--- src/hw/rtl/smpq_pkg.sv ---
// types and constants shared by the sorted minimum priority queue
// no dependencies
`default_nettype none

package smpq_pkg;

    localparam int CAPACITY = 8;
    localparam int VALUE_W  = 32;
    localparam int OCC_W    = $clog2(CAPACITY + 1);
    // counter keeps at least the four bits the result reports
    localparam int CNT_W    = (OCC_W > 4) ? OCC_W : 4;

    typedef logic signed [VALUE_W-1:0] t_value;
    typedef logic [CNT_W-1:0]          t_count;

    typedef enum logic {
        KIND_ENQ = 1'b0,
        KIND_DEQ = 1'b1
    } t_kind;

    typedef enum logic [1:0] {
        ST_DONE  = 2'd0,
        ST_FULL  = 2'd1,
        ST_EMPTY = 2'd2
    } t_status;

    // operation broadcast to every cell
    typedef struct packed {
        logic   enq;
        logic   deq;
        t_value value;
    } t_op;

    typedef struct packed {
        logic   occ;
        t_value value;
    } t_slot;

    // what a cell shows its right neighbor
    typedef struct packed {
        logic  keep;
        t_slot slot;
    } t_link;

endpackage

`default_nettype wire

--- src/hw/rtl/smpq_if.sv ---
// valid/ready channels for requests and results of the priority queue
// depends on smpq_pkg
`default_nettype none

interface smpq_req_if;
    import smpq_pkg::*;

    logic   valid;
    logic   ready;
    t_kind  kind;
    t_value value;

    modport source (output valid, output kind, output value, input ready);
    modport sink   (input valid, input kind, input value, output ready);
endinterface

interface smpq_rsp_if;
    import smpq_pkg::*;

    logic          valid;
    logic          ready;
    logic          ok;
    t_status       status;
    t_value        head_value;
    logic          head_valid;
    logic [3:0]    count;

    modport source (output valid, output ok, output status, output head_value,
                    output head_valid, output count, input ready);
    modport sink   (input valid, input ok, input status, input head_value,
                    input head_valid, input count, output ready);
endinterface

`default_nettype wire

--- src/hw/rtl/smpq_cell.sv ---
// one slot of the sorted chain: holds a value, shifts right on insert, left on removal
// depends on smpq_pkg
`default_nettype none

module smpq_cell (
    input  wire logic          i_clk,
    input  wire logic          i_rst_n,
    input  wire smpq_pkg::t_op   i_op,
    input  wire smpq_pkg::t_link i_left,
    input  wire smpq_pkg::t_slot i_right,
    output smpq_pkg::t_link    o_link,
    output smpq_pkg::t_slot    o_next
);
    import smpq_pkg::*;

    logic   r_occ;
    t_value r_value;
    logic   w_keep;
    logic   n_occ;
    t_value n_value;

    // entry stays in place when it is strictly smaller than the new value
    assign w_keep = r_occ && (r_value < i_op.value);

    always_comb begin
        n_occ   = r_occ;
        n_value = r_value;
        if (i_op.enq) begin
            if (!w_keep) begin
                if (i_left.keep) begin
                    n_occ   = 1'b1;
                    n_value = i_op.value;
                end else begin
                    n_occ   = i_left.slot.occ;
                    n_value = i_left.slot.value;
                end
            end
        end else if (i_op.deq) begin
            n_occ   = i_right.occ;
            n_value = i_right.value;
        end
    end

    always_ff @(posedge i_clk) begin
        if (!i_rst_n) begin
            r_occ <= 1'b0;
        end else begin
            r_occ <= n_occ;
        end
    end

    always_ff @(posedge i_clk) begin
        r_value <= n_value;
    end

    assign o_link.keep       = w_keep;
    assign o_link.slot.occ   = r_occ;
    assign o_link.slot.value = r_value;
    assign o_next.occ        = n_occ;
    assign o_next.value      = n_value;

endmodule

`default_nettype wire

--- src/hw/rtl/sorted_min_priority_queue.sv ---
// Bounded minimum priority queue built as a chain of CAPACITY cells kept in
// ascending order. Every cell compares its entry with the new value at once,
// so an insert or a removal finishes in the cycle it is accepted and its
// result item appears in the output register on the next cycle. One request
// item is taken per cycle while the result register is empty or being read
// in the same cycle; a stalled result holds further requests back.
// Depends on smpq_pkg, smpq_if and smpq_cell.
`default_nettype none

module sorted_min_priority_queue (
    input  wire logic   i_clk,
    input  wire logic   i_rst_n,
    smpq_req_if.sink    i_req,
    smpq_rsp_if.source  o_rsp
);
    import smpq_pkg::*;

    t_op                 w_op;
    t_link               w_link [CAPACITY];
    t_slot               w_next [CAPACITY];
    logic [CAPACITY-1:0] w_occ;
    logic                w_acc;
    logic                w_full;
    logic                w_empty;

    t_count  r_count;
    t_count  n_count;
    t_status n_status;

    logic    r_rsp_valid;
    logic    r_ok;
    t_status r_status;
    t_value  r_head_value;
    logic    r_head_valid;
    t_count  r_rsp_count;

    assign i_req.ready = !r_rsp_valid || o_rsp.ready;
    assign w_acc       = i_req.valid && i_req.ready;
    assign w_full      = w_occ[CAPACITY-1];
    assign w_empty     = !w_occ[0];

    assign w_op.enq   = w_acc && (i_req.kind == KIND_ENQ) && !w_full;
    assign w_op.deq   = w_acc && (i_req.kind == KIND_DEQ) && !w_empty;
    assign w_op.value = i_req.value;

    for (genvar g = 0; g < CAPACITY; g++) begin : g_cell
        t_link w_left;
        t_slot w_right;

        if (g == 0) begin : g_first
            assign w_left = '{keep: 1'b1, slot: '{occ: 1'b1, value: '0}};
        end else begin : g_mid
            assign w_left = w_link[g-1];
        end

        if (g == CAPACITY - 1) begin : g_last
            assign w_right = '{occ: 1'b0, value: '0};
        end else begin : g_inner
            assign w_right = w_link[g+1].slot;
        end

        smpq_cell u_cell (
            .i_clk   (i_clk),
            .i_rst_n (i_rst_n),
            .i_op    (w_op),
            .i_left  (w_left),
            .i_right (w_right),
            .o_link  (w_link[g]),
            .o_next  (w_next[g])
        );

        assign w_occ[g] = w_link[g].slot.occ;
    end

    always_comb begin
        n_count = r_count;
        if (w_op.enq) begin
            n_count = r_count + t_count'(1);
        end else if (w_op.deq) begin
            n_count = r_count - t_count'(1);
        end
    end

    always_comb begin
        n_status = ST_DONE;
        case (i_req.kind)
            KIND_ENQ: if (w_full)  n_status = ST_FULL;
            KIND_DEQ: if (w_empty) n_status = ST_EMPTY;
            default:  n_status = ST_DONE;
        endcase
    end

    always_ff @(posedge i_clk) begin
        if (!i_rst_n) begin
            r_count     <= '0;
            r_rsp_valid <= 1'b0;
        end else begin
            r_count <= n_count;
            if (w_acc) begin
                r_rsp_valid <= 1'b1;
            end else if (o_rsp.ready) begin
                r_rsp_valid <= 1'b0;
            end
        end
    end

    always_ff @(posedge i_clk) begin
        if (w_acc) begin
            r_ok         <= w_op.enq || w_op.deq;
            r_status     <= n_status;
            r_head_valid <= w_next[0].occ;
            r_head_value <= w_next[0].occ ? w_next[0].value : '0;
            r_rsp_count  <= n_count;
        end
    end

    assign o_rsp.valid      = r_rsp_valid;
    assign o_rsp.ok         = r_ok;
    assign o_rsp.status     = r_status;
    assign o_rsp.head_value = r_head_value;
    assign o_rsp.head_valid = r_head_valid;
    assign o_rsp.count      = r_rsp_count[3:0];

`ifndef SYNTHESIS
    // entry count tracks the occupied cells
    a_count_match: assert property (@(posedge i_clk) disable iff (!i_rst_n)
        r_count == t_count'($countones(w_occ)))
        else $error("count differs from occupied cells");

    // occupied cells form an unbroken run from the head
    a_contiguous: assert property (@(posedge i_clk) disable iff (!i_rst_n)
        (w_occ & (w_occ + {{(CAPACITY-1){1'b0}}, 1'b1})) == '0)
        else $error("gap in occupied cells");

    a_empty_deq: assert property (@(posedge i_clk) disable iff (!i_rst_n)
        (w_acc && (i_req.kind == KIND_DEQ) && w_empty)
        |=> (o_rsp.valid && (o_rsp.status == ST_EMPTY) && !o_rsp.ok))
        else $error("removal from empty queue not refused");

    a_head_order: assert property (@(posedge i_clk) disable iff (!i_rst_n)
        (w_occ[1] |-> (w_link[0].slot.value <= w_link[1].slot.value)))
        else $error("head is not the smallest entry");
`endif

endmodule

`default_nettype wire

--- src/flat_wrapper.sv ---
// flat-port wrapper written by rule: the top's interface ports become plain ports
module sorted_min_priority_queue_flat import smpq_pkg::*;
  (i_clk, i_rst_n, i_req_valid, i_req_kind, i_req_value, i_req_ready, o_rsp_valid, o_rsp_ok, o_rsp_status, o_rsp_head_value, o_rsp_head_valid, o_rsp_count, o_rsp_ready);
  smpq_req_if i_req_i ();
  smpq_rsp_if o_rsp_i ();
  input  wire logic i_clk;
  input  wire logic i_rst_n;
  input wire logic [$bits(i_req_i.valid)-1:0] i_req_valid;
  input wire logic [$bits(i_req_i.kind)-1:0] i_req_kind;
  input wire logic [$bits(i_req_i.value)-1:0] i_req_value;
  output wire logic [$bits(i_req_i.ready)-1:0] i_req_ready;
  output wire logic [$bits(o_rsp_i.valid)-1:0] o_rsp_valid;
  output wire logic [$bits(o_rsp_i.ok)-1:0] o_rsp_ok;
  output wire logic [$bits(o_rsp_i.status)-1:0] o_rsp_status;
  output wire logic [$bits(o_rsp_i.head_value)-1:0] o_rsp_head_value;
  output wire logic [$bits(o_rsp_i.head_valid)-1:0] o_rsp_head_valid;
  output wire logic [$bits(o_rsp_i.count)-1:0] o_rsp_count;
  input wire logic [$bits(o_rsp_i.ready)-1:0] o_rsp_ready;
  assign i_req_i.valid = i_req_valid;
  assign i_req_i.kind = i_req_kind;
  assign i_req_i.value = i_req_value;
  assign i_req_ready = i_req_i.ready;
  assign o_rsp_valid = o_rsp_i.valid;
  assign o_rsp_ok = o_rsp_i.ok;
  assign o_rsp_status = o_rsp_i.status;
  assign o_rsp_head_value = o_rsp_i.head_value;
  assign o_rsp_head_valid = o_rsp_i.head_valid;
  assign o_rsp_count = o_rsp_i.count;
  assign o_rsp_i.ready = o_rsp_ready;
  sorted_min_priority_queue u_core (.i_clk(i_clk), .i_rst_n(i_rst_n), .i_req(i_req_i), .o_rsp(o_rsp_i));
endmodule
--- config.mk ---
export PLATFORM = sky130hd
export DESIGN_NAME = sorted_min_priority_queue_flat
export DESIGN_NICKNAME = d
export VERILOG_FILES = /design/src/hw/rtl/smpq_pkg.sv /design/src/hw/rtl/smpq_if.sv /design/src/hw/rtl/smpq_cell.sv /design/src/hw/rtl/sorted_min_priority_queue.sv /design/src/flat_wrapper.sv
export SDC_FILE = /design/constraint.sdc
export NUM_CORES = 1
export LEC_CHECK = 0
export BUFFER_PORTS_ARGS = -buffer_cell sky130_fd_sc_hd__clkbuf_2
export CORE_UTILIZATION = 35
export CTS_BUF_LIST = sky130_fd_sc_hd__clkbuf_8
export CTS_CLUSTER_DIAMETER = 150
export DETAILED_ROUTE_END_ITERATION = 7
export PLACE_DENSITY = 0.51
export SETUP_SLACK_MARGIN = 0.1
export SLEW_MARGIN = 10
export SYNTH_ARGS = -nofsm -noshare
export SYNTH_HDL_FRONTEND = slang
export SYNTH_SLANG_ARGS = --single-unit
--- constraint.sdc ---
create_clock -name i_clk -period 7.68 [get_ports i_clk]
set_clock_uncertainty 0.05 [all_clocks]
set_input_delay 2.304 -clock i_clk [delete_from_list [all_inputs] [get_ports i_clk]]
set_output_delay 2.304 -clock i_clk [all_outputs]
set_load 0.05 [all_outputs]
## Word-level counts from Yosys, hierarchy flattened

Cells that the tools add are included.

| word-level totals | value |
|---|---|
| flip-flop bits (word level) | 309 |
| input bits | 37 |
| output and inout bits | 42 |
| word-level logic and storage cells | 136 |

| operators by class | value |
|---|---|
| $add $sub $neg | 2 |
| order comparisons | 8 |
| equal/unequal tests | 7 |
| muxes and demuxes | 69 |
| bitwise operators | 1 |
| reduce and logical (&&, ||, !) cells | 26 |

Operator list:

| operator | count |
|---|---|
| $mux W32 | 31 |
| $lt A32 B32 Y1 | 8 |
| $mux W1 | 34 |
| $ne A2 B2 Y1 const B | 7 |
| $reduce_and A2 Y1 | 7 |
| $logic_and A1 B1 Y1 | 13 |
| $mux W4 | 2 |
| $add A4 B1 Y4 const B | 1 |
| $pmux W2 S2 | 1 |
| $reduce_bool A2 Y1 | 2 |
| $sub A4 B1 Y4 const B | 1 |
| $logic_not A1 Y1 | 2 |
| $logic_or A1 B1 Y1 | 2 |
| $mux W2 | 1 |
| $not A1 Y1 | 1 |

## Logic depth before layout (Yosys ltp)

| depth | value |
|---|---|
| depth in word-level cells | 7 |
| depth in mapped cells | 14 |
| depth with buffers taken out | 10 |

## By module

From an unflattened synthesis, not the netlist that was laid out.

| second synthesis, totals | value |
|---|---|
| cell total of the unflattened synthesis | 2855 |
| area total of the unflattened synthesis | 25314.3 um^2 |

Modules (own cells, without submodules):

| module | times used | cells an instance | area an instance (um^2) | sequential area each (um^2) |
|---|---|---|---|---|
| smpq_cell at u_core.g_cell[0].u_cell ... | 7 | 346 | 2975.4 | 660.6 |
| smpq_cell at u_core.g_cell[7].u_cell | 1 | 308 | 2673.8 | 660.6 |
| sorted_min_priority_queue | 1 | 125 | 1813.0 | 1301.2 |

## Least setup slack after synthesis

OpenSTA, ideal clock, no wires.

| timing path | value |
|---|---|
| path type | input-to-reg |
| start point | input port o_rsp_ready |
| end point | register u_core.g_cell[6].u_cell.r_value[0], enable pin |
| data arrival time | 7.140 ns |
| data required time | 7.164 ns |
| slack | 0.025 ns |
| stages on the path | 8 |
| path through | nand2b_1 nand2_1 inv_1 nand2_1 clkbuf_1 clkbuf_1 clkbuf_1 o21ai_0 |

| between the ends | value |
|---|---|
| cells in the longest elaborated chain, start to end | 6 |
| elaborated cells between the ends (all ways) | 9 |
| those cells by class | eq/ne (1); reduce/logical (8) |

Ends and longest elaborated chain:

| what | line | source |
|---|---|---|
| start: declaration | flat_wrapper.sv:18 | `input wire logic [$bits(o_rsp_i.ready)-1:0] o_rsp_ready;` |
| $logic_or A1 B1 Y1 (*) | sorted_min_priority_queue.sv:37 | `assign i_req.ready = !r_rsp_valid \|\| o_rsp.ready;` |
| $logic_and A1 B1 Y1 (*) | sorted_min_priority_queue.sv:38 | `assign w_acc = i_req.valid && i_req.ready;` |
| net u_core.w_acc | sorted_min_priority_queue.sv:22 | `logic w_acc;` |
| $logic_and A1 B1 Y1, on equally long branches (2 in series) | sorted_min_priority_queue.sv:42, sorted_min_priority_queue.sv:43 |  |
| $ne A2 B2 Y1 (no line) / $reduce_bool A2 Y1 (equally long branches) | -- |  |
| $reduce_and A2 Y1 (no line) (*) | -- |  |
| end signal: assignment | smpq_cell.sv:53 | `r_value <= n_value;` |
| end: declaration | smpq_cell.sv:17 | `t_value r_value;` |

Mark *: on every way through the listed nets, which the timed path passes. The rest lies on a longest branch.
A chain may end at the register's enable or synchronous reset.

## Worst setup path in the final report

| timing path | value |
|---|---|
| start point | input port i_req_value[29] |
| end point | register u_core.g_cell[4].u_cell.r_value[3], enable pin |

| between the ends | value |
|---|---|
| cells in the longest elaborated chain, start to end | 4 |

Ends and longest elaborated chain:

| what | line | source |
|---|---|---|
| start: declaration | flat_wrapper.sv:10 | `input wire logic [$bits(i_req_i.value)-1:0] i_req_value;` |
| $lt A32 B32 Y1 | smpq_cell.sv:23 | `assign w_keep = r_occ && (r_value < i_op.value);` |
| $logic_and A1 B1 Y1 | smpq_cell.sv:23 |  |
| $ne A2 B2 Y1 (no line) | -- |  |
| $reduce_and A2 Y1 (no line) | -- |  |
| end signal: assignment | smpq_cell.sv:53 |  |
| end: declaration | smpq_cell.sv:17 |  |

Every way passes these cells.

==> key figures <==
Global route
  – First-pass GRT wire length: slightly above 90 mm
  – Vias in the first global route: 14500
  – GRT overflow: 0
  – Overall Global Routing Usage: 21.7%
  – Largest net degree at the start of global routing: roughly 120
  – Antenna violations before repair: 2

Clock network
  – Post-CTS Setup Repair Bufs: 0
  – Num CTS Buffers: 59
  – CTS tree: done
  – Root Buffer: clkbuf_8
  – Clock transition at path regs: ~0.06 ns
  – Clock Latency Late Sink: 0.67 ns
  – Cts hold-fix bufs: 0
  – Htree depth: 2
  – CTS resizes: 0
  – Num Clock Sinks: 309
  – CTS Buffer Depth: 3

Finish
  – Design Area, Final: about 22000 um2
  – Layout area overhead: 11.5%
  – Fill count: around 5500
  – Multi-input combinational cell area: 10300 um2
  – Share of layout cells above drive strength 1: 10.9%
  – Total Nets Final: between 2000 and 2500
  – Register area: 8830 um2
  – Non-Filler Instances: 2722

Die
  – Die area: roughly 58000 um2
  – Initial Util: a little over a third
  – I/O pin count: 79
  – Rows: 86
  – CORE AREA: 55500 um2
  – Die width: 240 um
  – Chip height: 240 um

Setup path
  – Critical path's slowest cell: a2111oi_0
  – Largest delay share family, worst path: compound AO/OA/AOI/OAI gates
  – Crit path cell chain: clkbuf_2 > inv_1 > ha_1 > a21o_1 > a2111oi_0 > o21ai_0 > a2111oi_2 > a21oi_4 > nand2_1 > nand2_2 > buf_4
  – Crit path kind: in -> reg
  – Worst Path Buf+Inv: 3
  – Delay of the slowest critical-path stage: 0.73 ns
  – Worst endpoint data arrival time: 6.16 ns
  – Startpoint Class: input port
  – Critical path depth: 11
  – FF-to-FF path depth: 9
  – Critical Path Sink Type: flip-flop
  – CP Data Required Time: 7.98 ns
  – CP max FO: 24

Drt
  – M1 WL: 29.7 mm
  – First-pass DRT Iterations: 6
  – Routed wl met3: ~3.3 mm
  – Final Routed Wirelength: between 60 and 70 mm
  – Starting DRC count in detailed routing: 1030
  – Met2 WL post-DR: 28.1 mm
  – DR DRC count: 0
  – Antenna-violating nets left: 0
  – Top sig layer: met4
  – WL/cell: 23.0 um
  – Via Count: roughly 15000
  – DR vias/cell: roughly 5.5

Logic synthesis
  – Cell taking the most area after synthesis: edfxtp_1
  – Synth area leaders: edfxtp_1, ha_1, mux2i_1
  – Main synth FF type: edfxtp_1
  – Synth cell count leaders: edfxtp_1, ha_1, mux2i_1
  – Cells after synthesis: 1888
  – EDFF count, synth: 264
  – Register area share after synthesis: 44.6%
  – Area of the mapped netlist: 19800 um2
  – Average cell area after synthesis: 10.5 um2
  – Net Count, Synth: 2144
  – Count leader, synth: edfxtp_1
  – Synth async-reset ratio: 0%
  – Synthesized flop and latch total: about 310
  – Netlist cell types: 60
  – Synth top area share: 40.0%
  – Yosys warning count: 0

STA
  – Crit share post-route: about three quarters
  – Max Clk Rate: 171 MHz
  – Final setup vio count: 0
  – Slew headroom: ~19%
  – Final Max Slew Viols: 0
  – Period minus WS final: 5.86 ns
  – Worst-Margin Slew: approximately 1.2 ns
  – RSZ-0062 raised after global routing: no
  – Setup_tns: 0 ns
  – Final Hold Vio Count: 0

Power and ir drop
  – P_leak: 9.50 nW
  – Worst IR Drop VDD: 0.000111 V
  – Cell Pwr Density: between 200 and 250 nW/um2

Place
  – Post-DP Area: 20900 um2
  – Placed cells: 2610
  – GPL Wtd Cong: 0.923
  – Hpwl dp: 42.2 mm
  – Port buffer count: 78

Flow run
  – MaxCap Viol Count: 0

Run status
  – Status: completed

Worst hold path
  – Hold Crit Depth: 2
  – Hold WC Path Type: reg -> reg
==> power by group <==
part / switching [W] / internal, W
sequential: 0.000138 / 0.00200
clock: 0.000773 / 0.000929
combinational: 0.000609 / 0.000352
==> per-layer routing <==
layer	vias to the layer above	GRT usage (%)
met5	-	0
met4	0	6.22
met3	98	3.44
met2	433	33.9
met1	7375	30.7
li1	7191	-
==> final cells by class <==
class | count | area share (%)
clock buffers | 67 | 4.18
clock inverters | 43 | 1.29
flip-flops and latches | 309 | 40.0
well taps | 748 | 4.24
multi-input cells | 1409 | 46.8
inverters | 38 | 0.646
diodes | 2 | 0.0227
repair buffers | 106 | 2.83
==> worst register-to-register path: stages (launching register included) <==
cell and delay (ns):
edfxtp_1 0.44, ha_1 0.32, a21o_1 0.18, a2111oi_0 0.73
o21ai_0 0.41, a2111oi_2 0.64, a21oi_4 0.33, nand2_1 0.17
nand2_2 0.22, buf_4 0.40
==> placed cells by master (no fill, tap or decap), drive strengths merged, types with 41 or more instances in the layout <==
cell type	netlist	routed
edfxtp	264	264
ha	219	219
mux2i	195	195
a21oi	195	195
nor2	164	164
clkbuf	95	145
nand2	139	139
o21ai	135	135
inv	38	59
a21o	54	54
dfxtp	45	45
nand3	43	43
nand2b	41	41
==> sequential cells by signal, indices dropped and copies added, names as in the netlist <==
register,count
u_core.g_cell.u_cell.r_occ,8
u_core.g_cell.u_cell.r_value,256
u_core.o_rsp.count,4
u_core.o_rsp.head_valid,1
u_core.o_rsp.head_value,32
u_core.o_rsp.ok,1
u_core.o_rsp.status,2
u_core.o_rsp.valid,1
u_core.r_count,4
==> cell families after synthesis <==
group,after synthesis,share of synthesized area [%]
muxes,195,9.86
xor gates and xnor gates,3,0.133
DFF,309,44.6
adders and majority gates,219,13.8
buffers and inverters,170,3.88
and+or+nand+nor,489,11.4
AOI/OAI and AO/OA,503,16.3
==> through the flow <==
step	util, %	setup WS, ns	power, W	hold WS, ns
detailed placement	37.6	1.15	0.00313	0.496
floorplan	-	0.0247	0.00280	0.456
CTS	39.8	1.84	0.00485	0.504
finish	39.8	1.82	0.00480	0.490
global route	39.8	1.68	0.00503	0.531
global placement	37.6	1.20	0.00311	0.459
==> path summary, 6_finish.rpt <==
path	from	endpoint	slack, ns
worst max-delay path	i_req_value[29]	u_core.g_cell[4].u_cell.r_value[3]	1.82
worst min-delay path	u_core.o_rsp.valid	u_core.o_rsp.valid	0.49
worst max register to register	u_core.g_cell[4].u_cell.r_value[29]	u_core.g_cell[4].u_cell.r_value[3]	3.45
worst min register to register	u_core.o_rsp.valid	u_core.o_rsp.valid	0.49
Power figures use the tool's default switching activity.
